File: src/design/fwds_pkg.sv
// ----------------------------------------------------------------------------
// fwds_pkg
// shared types and codes for the fifo with directional search
// ----------------------------------------------------------------------------
package fwds_pkg;

    localparam int VALUE_W  = 32;
    localparam int ACTION_W = 2;
    localparam int STATUS_W = 2;
    localparam int POS_W    = 4;

    localparam logic [ACTION_W-1:0] ACT_PUSH        = 2'd0;
    localparam logic [ACTION_W-1:0] ACT_POP         = 2'd1;
    localparam logic [ACTION_W-1:0] ACT_SEARCH_HEAD = 2'd2;
    localparam logic [ACTION_W-1:0] ACT_SEARCH_TAIL = 2'd3;

    localparam logic [STATUS_W-1:0] ST_OK       = 2'd0;
    localparam logic [STATUS_W-1:0] ST_EMPTY    = 2'd1;
    localparam logic [STATUS_W-1:0] ST_FULL     = 2'd2;
    localparam logic [STATUS_W-1:0] ST_NOTFOUND = 2'd3;

    typedef struct packed {
        logic shift;
        logic load;
    } cell_ctrl_t;

endpackage

File: src/design/fwds_cell.sv
// ----------------------------------------------------------------------------
// fwds_cell
// one storage cell of the queue chain, loads a new word or takes its neighbor's
// ----------------------------------------------------------------------------
module fwds_cell (
    input  logic                              aclk,
    input  fwds_pkg::cell_ctrl_t              ctrl,
    input  logic signed [fwds_pkg::VALUE_W-1:0] shift_in,
    input  logic signed [fwds_pkg::VALUE_W-1:0] load_in,
    output logic signed [fwds_pkg::VALUE_W-1:0] data_out
);

    logic signed [fwds_pkg::VALUE_W-1:0] data_reg;
    logic signed [fwds_pkg::VALUE_W-1:0] data_next;

    always_comb begin
        data_next = data_reg;
        if (ctrl.load) begin
            data_next = load_in;
        end else if (ctrl.shift) begin
            data_next = shift_in;
        end
    end

    always_ff @(posedge aclk) begin
        data_reg <= data_next;
    end

    assign data_out = data_reg;

endmodule

File: src/design/fifo_with_directional_search.sv
// ----------------------------------------------------------------------------
// fifo_with_directional_search
// bounded fifo of signed words with search from head or tail
// ----------------------------------------------------------------------------
// s_tuser carries the action (push, pop, search from head, search from tail),
// s_tdata the value to push or the key to look for. every input word gives
// exactly one result word: m_tuser is the status, m_tdata the popped value and
// the match position.
// the queue lives in a chain of DEPTH cells, cell 0 holding the head whenever
// no search runs. push writes the cell at the tail and pop shifts the chain by
// one; both results are registered on acceptance. a search rotates the occupied
// cells past cell 0, one cell per cycle, and compares there until every stored
// word (1 to DEPTH) has passed, then loads the output register; the chain is
// back in order when it ends. a search of an empty queue answers without a
// scan, like push and pop.
// one item is worked on at a time; a new word is taken once the result
// register is free or being read in the same cycle, so a stalled receiver
// holds off the input side. reset empties the queue and drops any pending
// result; cell contents are not cleared.
// ----------------------------------------------------------------------------
module fifo_with_directional_search #(
    parameter int DEPTH = 16
) (
    input  logic        aclk,
    input  logic        aresetn,
    input  logic        s_tvalid,
    output logic        s_tready,
    input  logic [31:0] s_tdata,   // value [31:0]
    input  logic [1:0]  s_tuser,   // action [1:0]
    output logic        m_tvalid,
    input  logic        m_tready,
    output logic [39:0] m_tdata,   // popped_value [31:0], found_position [35:32], zero pad
    output logic [1:0]  m_tuser    // status [1:0]
);

    localparam int OCC_W = $clog2(DEPTH + 1);
    localparam int IDX_W = (OCC_W > fwds_pkg::POS_W) ? OCC_W : fwds_pkg::POS_W;

    localparam logic S_IDLE = 1'b0;
    localparam logic S_SCAN = 1'b1;

    logic signed [fwds_pkg::VALUE_W-1:0] cell_q [DEPTH];

    logic                                state_reg, state_next;
    logic [OCC_W-1:0]                    occ_reg, occ_next;
    logic [OCC_W-1:0]                    cnt_reg, cnt_next;
    logic signed [fwds_pkg::VALUE_W-1:0] key_reg, key_next;
    logic                                back_reg, back_next;
    logic                                hit_reg, hit_next;
    logic [OCC_W-1:0]                    hit_idx_reg, hit_idx_next;
    logic                                m_valid_reg, m_valid_next;
    logic [fwds_pkg::STATUS_W-1:0]       m_status_reg, m_status_next;
    logic signed [fwds_pkg::VALUE_W-1:0] m_pop_reg, m_pop_next;
    logic [fwds_pkg::POS_W-1:0]          m_pos_reg, m_pos_next;

    logic             accept;
    logic             do_push;
    logic             do_rotate;
    logic             match;
    logic             take_hit;
    logic             scan_last;
    logic [OCC_W-1:0] f_idx;
    logic [OCC_W-1:0] f_pos;
    logic [IDX_W-1:0] f_pos_w;

    assign accept    = s_tvalid && s_tready;
    assign s_tready  = (state_reg == S_IDLE) && (!m_valid_reg || m_tready);
    assign match     = (cell_q[0] == key_reg);
    assign take_hit  = match && (back_reg || !hit_reg);
    assign scan_last = (cnt_reg == occ_reg - OCC_W'(1));
    assign f_idx     = take_hit ? cnt_reg : hit_idx_reg;
    assign f_pos     = back_reg ? (occ_reg - OCC_W'(1) - f_idx) : f_idx;
    assign f_pos_w   = IDX_W'(f_pos);

    always_comb begin
        state_next    = state_reg;
        occ_next      = occ_reg;
        cnt_next      = cnt_reg;
        key_next      = key_reg;
        back_next     = back_reg;
        hit_next      = hit_reg;
        hit_idx_next  = hit_idx_reg;
        m_valid_next  = m_valid_reg && !m_tready;
        m_status_next = m_status_reg;
        m_pop_next    = m_pop_reg;
        m_pos_next    = m_pos_reg;
        do_push       = 1'b0;
        do_rotate     = 1'b0;
        case (state_reg)
            S_IDLE: begin
                if (accept) begin
                    m_pop_next = '0;
                    m_pos_next = '0;
                    case (s_tuser)
                        fwds_pkg::ACT_PUSH: begin
                            m_valid_next = 1'b1;
                            if (occ_reg == OCC_W'(DEPTH)) begin
                                m_status_next = fwds_pkg::ST_FULL;
                            end else begin
                                m_status_next = fwds_pkg::ST_OK;
                                do_push       = 1'b1;
                                occ_next      = occ_reg + OCC_W'(1);
                            end
                        end
                        fwds_pkg::ACT_POP: begin
                            m_valid_next = 1'b1;
                            if (occ_reg == '0) begin
                                m_status_next = fwds_pkg::ST_EMPTY;
                            end else begin
                                m_status_next = fwds_pkg::ST_OK;
                                m_pop_next    = cell_q[0];
                                do_rotate     = 1'b1;
                                occ_next      = occ_reg - OCC_W'(1);
                            end
                        end
                        default: begin
                            if (occ_reg == '0) begin
                                m_valid_next  = 1'b1;
                                m_status_next = fwds_pkg::ST_NOTFOUND;
                            end else begin
                                state_next = S_SCAN;
                                cnt_next   = '0;
                                key_next   = s_tdata;
                                back_next  = (s_tuser == fwds_pkg::ACT_SEARCH_TAIL);
                                hit_next   = 1'b0;
                            end
                        end
                    endcase
                end
            end
            S_SCAN: begin
                do_rotate = 1'b1;
                cnt_next  = cnt_reg + OCC_W'(1);
                if (take_hit) begin
                    hit_next     = 1'b1;
                    hit_idx_next = cnt_reg;
                end
                if (scan_last) begin
                    state_next   = S_IDLE;
                    m_valid_next = 1'b1;
                    if (hit_reg || match) begin
                        m_status_next = fwds_pkg::ST_OK;
                        m_pos_next    = f_pos_w[fwds_pkg::POS_W-1:0];
                    end else begin
                        m_status_next = fwds_pkg::ST_NOTFOUND;
                        m_pos_next    = '0;
                    end
                end
            end
            default: begin
                state_next = S_IDLE;
            end
        endcase
    end

    genvar i;
    generate
        for (i = 0; i < DEPTH; i++) begin : g_cell
            fwds_pkg::cell_ctrl_t                ctrl;
            logic signed [fwds_pkg::VALUE_W-1:0] nbr;
            assign ctrl.shift = do_rotate;
            assign ctrl.load  = do_push && (occ_reg == OCC_W'(i));
            if (i == DEPTH - 1) begin : g_end
                assign nbr = cell_q[0];
            end else begin : g_mid
                assign nbr = (occ_reg == OCC_W'(i + 1)) ? cell_q[0] : cell_q[i+1];
            end
            fwds_cell u_cell (
                .aclk     (aclk),
                .ctrl     (ctrl),
                .shift_in (nbr),
                .load_in  (s_tdata),
                .data_out (cell_q[i])
            );
        end
    endgenerate

    always_ff @(posedge aclk) begin
        if (!aresetn) begin
            state_reg   <= S_IDLE;
            occ_reg     <= '0;
            m_valid_reg <= 1'b0;
            cnt_reg     <= '0;
            hit_reg     <= 1'b0;
        end else begin
            state_reg   <= state_next;
            occ_reg     <= occ_next;
            m_valid_reg <= m_valid_next;
            cnt_reg     <= cnt_next;
            hit_reg     <= hit_next;
        end
    end

    always_ff @(posedge aclk) begin
        key_reg      <= key_next;
        back_reg     <= back_next;
        hit_idx_reg  <= hit_idx_next;
        m_status_reg <= m_status_next;
        m_pop_reg    <= m_pop_next;
        m_pos_reg    <= m_pos_next;
    end

    assign m_tvalid = m_valid_reg;
    assign m_tuser  = m_status_reg;
    assign m_tdata  = {4'b0, m_pos_reg, m_pop_reg};

    a_occ_bound: assert property (@(posedge aclk) disable iff (!aresetn)
        occ_reg <= OCC_W'(DEPTH))
        else $error("occupancy above depth");

    a_scan_nonempty: assert property (@(posedge aclk) disable iff (!aresetn)
        state_reg == S_SCAN |-> occ_reg != '0 && !s_tready)
        else $error("scan on empty queue or input open during scan");

    a_fail_zero: assert property (@(posedge aclk) disable iff (!aresetn)
        m_valid_reg && m_status_reg != fwds_pkg::ST_OK |-> m_pop_reg == '0 && m_pos_reg == '0)
        else $error("failed result carries data");

    a_scan_holds_occ: assert property (@(posedge aclk) disable iff (!aresetn)
        state_reg == S_SCAN |=> occ_reg == $past(occ_reg))
        else $error("occupancy changed during scan");

endmodule

File: config.mk
export PLATFORM = sky130hd
export DESIGN_NAME = fifo_with_directional_search
export DESIGN_NICKNAME = d
export VERILOG_FILES = /design/src/design/fwds_pkg.sv /design/src/design/fwds_cell.sv /design/src/design/fifo_with_directional_search.sv
export SDC_FILE = /design/constraint.sdc
export NUM_CORES = 1
export LEC_CHECK = 0
export ABC_AREA = 1
export BUFFER_PORTS_ARGS = -buffer_cell sky130_fd_sc_hd__buf_2
export CAP_MARGIN = 30
export CELL_PAD_IN_SITES_DETAIL_PLACEMENT = 0
export CELL_PAD_IN_SITES_GLOBAL_PLACEMENT = 2
export CORE_AREA = 2 2 278 280
export CTS_CLUSTER_DIAMETER = 40
export CTS_CLUSTER_SIZE = 8
export DETAILED_ROUTE_END_ITERATION = 8
export DIE_AREA = 0 0 280 282
export PLACE_DENSITY_LB_ADDON = 0.1
export SYNTH_ARGS = -nofsm -noshare
export SYNTH_HDL_FRONTEND = slang
export SYNTH_HIERARCHICAL = 1
export SYNTH_SLANG_ARGS = --single-unit
File: constraint.sdc
create_clock -name aclk -period 6 [get_ports aclk]
set_input_delay 0.9 -clock aclk [delete_from_list [all_inputs] [get_ports aclk]]
set_output_delay 0.9 -clock aclk [all_outputs]
set_load 0.1 [all_outputs]
==> results.toml, run 1 <==
[clock_tree]
clock-sinks = 600
clock_path_buffers = 3
htreeDepth = 3
path_clk_slew_ns = 0.05
cts_tree = "done"
post_cts_buffers = 0
cts_resized = 0
clkLatencyLatePin_ns = 0.67
cts_hold_buf = 0
cts_root_buf = "clkbuf_16"
cts_buffers = 117

[drt]
drtIter0Drc = 2526
via_per_inst = 5.42
first_pass_iters = 5
wire_per_inst_um = 23.4
route.detailed.drc = 0
routed_wl_um = 113000
final_antenna_net_count = 0
vias = 26200

[finish]
n_fill_cell = 7325
stdcell_count = 4826
largest_reg_flops = 512
syn2layout_area_growth_pct = 14.9
final_cell_area_um2 = 36400
drive_gt1_share_pct = 10.8
mostFrequentLayoutCell = "nand2_1"
diodes = 0
nNetsFinal = 3806
final_cell_mix = "2,108 x nand2_1, 587 x edfxtp_1, 471 x o21ai_0"

[grt]
grt.total_usage_pct = 28.5
overflow = 0
grt_first_pass_wirelength_um = 165000
antenna_found_initial = 0
grt_pass1_vias = 25300
grt_max_degree = 66

[floorplan]
rows = 101
die-area_um2 = 79000
ios = 82
die_h_um = 282
die_x_um = 280
initial_core_util_pct = 41.9
coreArea_um2 = 75700

[power_and_ir_drop]
powerDensity_nw_per_um2 = 371
power.leakage_nw = 16.1
ir_drop_mv = 0.258
finalPower_mw = 13.5

[yosys]
synth.avg_cell_area_um2 = 8.42
synth_edf_count = 587
synth_seq_cells = 600
yosys_warnings = 6
ys_async_sr_fraction_pct = 0
ys_dominant_reg_cell = "edfxtp_1"
syn_area_um2 = 31700
syn_inst = 3762
ys_seq_area_share_pct = 56.4
synth_cell_types = 41

[setup_path]
cp_max_fo = 35
required_ns = 6.32
arrival_ns = 4.27
worst_setup_path_start_kind = "flip-flop"
endpoint_kind = "flip-flop"
worstSetupPathType = "flip-flop to flip-flop"

[timing]
fin_skew_ns = 0.0270
setup_tns_ns = 0
finalCritPeriodShare_pct = 65.7
relSlewSlack_pct = 34.5
setup_ws_ns = 2.06
rsz0062_at_grt = "no"
min_period_ns = 3.94
hold_viol = 0
worstMarginPinSlew_ns = 0.982
setup_viol = 0
drv_slew = 0
fmax_mhz = 254

[place]
io_buffers = 77
dp.cells = 4613
dp_slack_ns = 1.58
place_area_um2 = 32300
dpl.hpwl_um = 65700
place_congestion = 0.845

[flow_run]
drv_cap = 0

[worst_hold_path]
hp-class = "flip-flop to flip-flop"

[status]
status = "finished, final reports clean"
## worst max-delay path, cell delays in order, from the launching register on
cell,delay (ns)
dfxtp_1,0.55
a21oi_2,0.23
nand2_1,0.18
inv_2,0.09
buf_4,0.44
nand3_2,0.12
buf_4,0.30
nor2_4,0.57
or2_2,0.64
buf_4,0.44
## report_power, final
group	total, mW	switching [mW]	leakage, nW	internal, mW
sequential	5.18	0.113	5.50	5.06
clock	6.76	2.21	1.94	4.55
combinational	1.58	1.21	8.64	0.371
total	13.5	3.54	16.1	9.98
## logic make-up (layout without fill, tap and decap cells)
group	after synthesis	in the layout	share of synthesized area (%)
XOR/XNOR	27	27	0.853
adder cells (fa/ha/maj)	11	11	0.458
other	1	4	0.0118
AO/OA/AOI/OAI	513	513	8.17
AND/OR/NAND/NOR	2253	2253	27.3
buffers and inverters	357	440	6.79
flip-flops	600	600	56.4
## metrics by stage
step	util [%]	hold WS, ns
6_report	48.1	0.529
5_1_grt	48.1	0.574
4_1_cts	48.0	0.524
3_5_place_dp	42.7	0.515
3_3_place_gp	42.3	0.509
2_1_floorplan	-	0.479
## final timing paths
kind         startpoint                             end  depth (start not counted)  slack (ns)
max           state_reg  g_cell[10].u_cell/data_out[25]                          9        2.06
min          cnt_reg[3]                      cnt_reg[3]                          2        0.53
min reg2reg  cnt_reg[3]                      cnt_reg[3]                          2        0.53
max reg2reg   state_reg  g_cell[10].u_cell/data_out[25]                          9        2.06
## routing by layer
layer  track usage, %  wire (um)
met3             4.11       8460
met2             47.0      52900
met5                0          0
met1             38.3      48100
met4             10.1       3450
## synth_stat cells, drive strengths merged (2+ instances only)
| master | number | area (um2) |
|---|---|---|
| nand4 | 7 | 50.1 |
| ha | 10 | 125 |
| o21ai | 495 | 2480 |
| edfxtp | 587 | 17600 |
| nand3 | 11 | 77.6 |
| nand2 | 2128 | 8020 |
| xor2 | 4 | 68.8 |
| a211oi | 2 | 20.0 |
| dfxtp | 13 | 260 |
| inv | 97 | 404 |
| clkbuf | 82 | 308 |
| a21oi | 15 | 78.8 |
| buf | 177 | 1430 |
| or2 | 17 | 106 |
| xnor2 | 23 | 201 |
| nor3 | 2 | 10.0 |
| nor2 | 85 | 362 |
## cell type report
type                            count  area, um2  share of cell area [%]
Inverter                           98        409                    1.12
Clock inverter                     73        947                    2.60
Timing Repair Buffer              132       1040                    2.85
Tap cell                          978       1220                    3.36
Sequential cell                   600      17900                    49.1
Clock buffer                      137       3080                    8.45
Multi-Input combinational cell   2808      11800                    32.5
No activity file was read; power rests on OpenSTA's default activity.
==> run 2, diff against run 1 <==
- CORE_AREA: 2 2 278 280 -> 2 2 304 306
- DIE_AREA: 0 0 280 282 -> 0 0 306 308
- clock period: 6 -> 3.4 ns (I/O delays scaled with it)
==> results.toml, run 2 (synthesis results as in run 1) <==
[drt]
vias = 26500
first_pass_iters = 6
wire_per_inst_um = 23.3
via_per_inst = 5.22
routed_wl_um = 118000
route.detailed.drc = 0
drtIter0Drc = 2193
final_antenna_net_count = 0

[floorplan]
initial_core_util_pct = 34.8
die_x_um = 306
die_h_um = 308
die-area_um2 = 94200
rows = 111
coreArea_um2 = 91000
ios = 82

[clock_tree]
cts_buffers = 132
clkLatencyLatePin_ns = 0.72
clock-sinks = 600
cts_root_buf = "clkbuf_16"
htreeDepth = 4
cts_hold_buf = 0
clock_path_buffers = 3
post_cts_buffers = 0
path_clk_slew_ns = 0.04
cts_resized = 0
cts_tree = "done"

[place]
place_congestion = 0.835
place_area_um2 = 32700
io_buffers = 77
dpl.hpwl_um = 72100

[setup_path]
worst_setup_path_start_kind = "flip-flop"
arrival_ns = 3.46
endpoint_kind = "flip-flop"
crit_cells = 17
cp_max_fo = 6
endpoint = "m_pos_reg[3]"
critical_path_buf_inv_count = 1
crit_chain = "xnor2_1 -> nand2_1 -> nor2_1 -> nand2_1 -> nor2_4 -> nand4_1 -> nand2_1 -> inv_1 -> ha_1 -> nand2_1 -> nor2_1 -> a211oi_1 -> o21ai_1 -> a21oi_1 -> nand3_1 -> nand2_1 -> nor2_1"
worstSetupPathType = "flip-flop to flip-flop"
required_ns = 3.85
r2r_cells = 17
critPathMostFrequentCell = "nand2_1"
r2r-start = "g_cell[0].u_cell/data_out[3]"
cp_top_family = "simple AND/OR/NAND/NOR gates"
cpPeakStageDelay_ns = 0.41
crit_start = "g_cell[0].u_cell/data_out[3]"
crit_path_top_delay_cell = "edfxtp_1"
reg2reg_slack_ns = 0.38
rr_endpoint = "m_pos_reg[3]"

[power_and_ir_drop]
powerDensity_nw_per_um2 = 657
finalPower_mw = 24.3
power.leakage_nw = 16.3
ir_drop_mv = 0.450

[timing]
fin_skew_ns = 0.0255
finalCritPeriodShare_pct = 88.7
worstMarginPinSlew_ns = 0.964
hold_slack_ns = 0.135
hold_viol = 0
setup_viol = 0
drv_slew = 0
setup_tns_ns = 0
min_period_ns = 3.02
fmax_mhz = 332
rsz0062_at_grt = "no"
relSlewSlack_pct = 35.6

[finish]
final_cell_mix = "2,107 x nand2_1, 587 x edfxtp_1, 470 x o21ai_0"
multi_input_area_um2 = 11900
drive_gt1_share_pct = 11.6
mostFrequentLayoutCell = "nand2_1"
final_cell_area_um2 = 37000
nNetsFinal = 3845
utilization_pct = 40.6
final-seq-area_um2 = 17900
syn2layout_area_growth_pct = 16.6
n_fill_cell = 9232
largest_reg_flops = 512

[grt]
grt_pass1_vias = 26800
grt_first_pass_wirelength_um = 174000
antenna_found_initial = 1
grt.total_usage_pct = 25.0
overflow = 0
grt_max_degree = 66

[flow_run]
drv_cap = 0

[status]
status = "finished, final reports clean"

[worst_hold_path]
hold_depth = 3
hp-class = "primary input to flip-flop"
run 2: worst register-to-register path, delay by kind of cell, from the launching register on:
kind	cells	cell delay, ns
adders and majority gates	1	0.33
buffers and inverters	1	0.05
AOI/OAI and AO/OA	3	0.50
and+or+nand+nor	11	1.29
DFF	1	0.41
xor gates and xnor gates	1	0.19
run 2: worst min path at each step:
stage                    start    endpoint  slack [ns]
global placement    cnt_reg[4]  cnt_reg[4]        0.51
global route           aresetn    m_tvalid        0.11
finish                 aresetn    m_tvalid        0.13
floorplan           cnt_reg[3]  cnt_reg[3]        0.48
CTS                    aresetn    m_tvalid        0.09
detailed placement  cnt_reg[4]  cnt_reg[4]        0.53
run 2: layer usage:
metal	share of wire (%)	up-vias	GRT usage [%]
li1	-	12300	-
met1	44	13200	32.8
met2	48	817	42.4
met3	4.9	202	3.59
met4	2.7	0	8.35
met5	0	-	0
run 2: final cells by class:
cell class	count	area share (%)
sequential	600	48.4
multi-input combinational	2808	32.1
clock buffer	163	9.56
tap	1186	4.01
timing repair buffer	156	2.90
clock inverter	74	1.90
inverter	98	1.11
antenna	1	0.00677
run 2: power by group:
part	internal [mW]	total (mW)	leakage [nW]	switching (mW)
logic	0.625	2.82	8.73	2.20
clock network	8.14	12.3	2.05	4.18
registers	8.94	9.15	5.50	0.205
total	17.7	24.3	16.3	6.58
run 2: stage by stage:
step | std cells | setup slack (ns)
global route | 5085 | 0.0543
CTS | 5085 | 0.377
detailed placement | 4848 | 0.407
global placement | 4847 | 0.423
finish | 5086 | 0.385
floorplan | 3765 | 0.0120
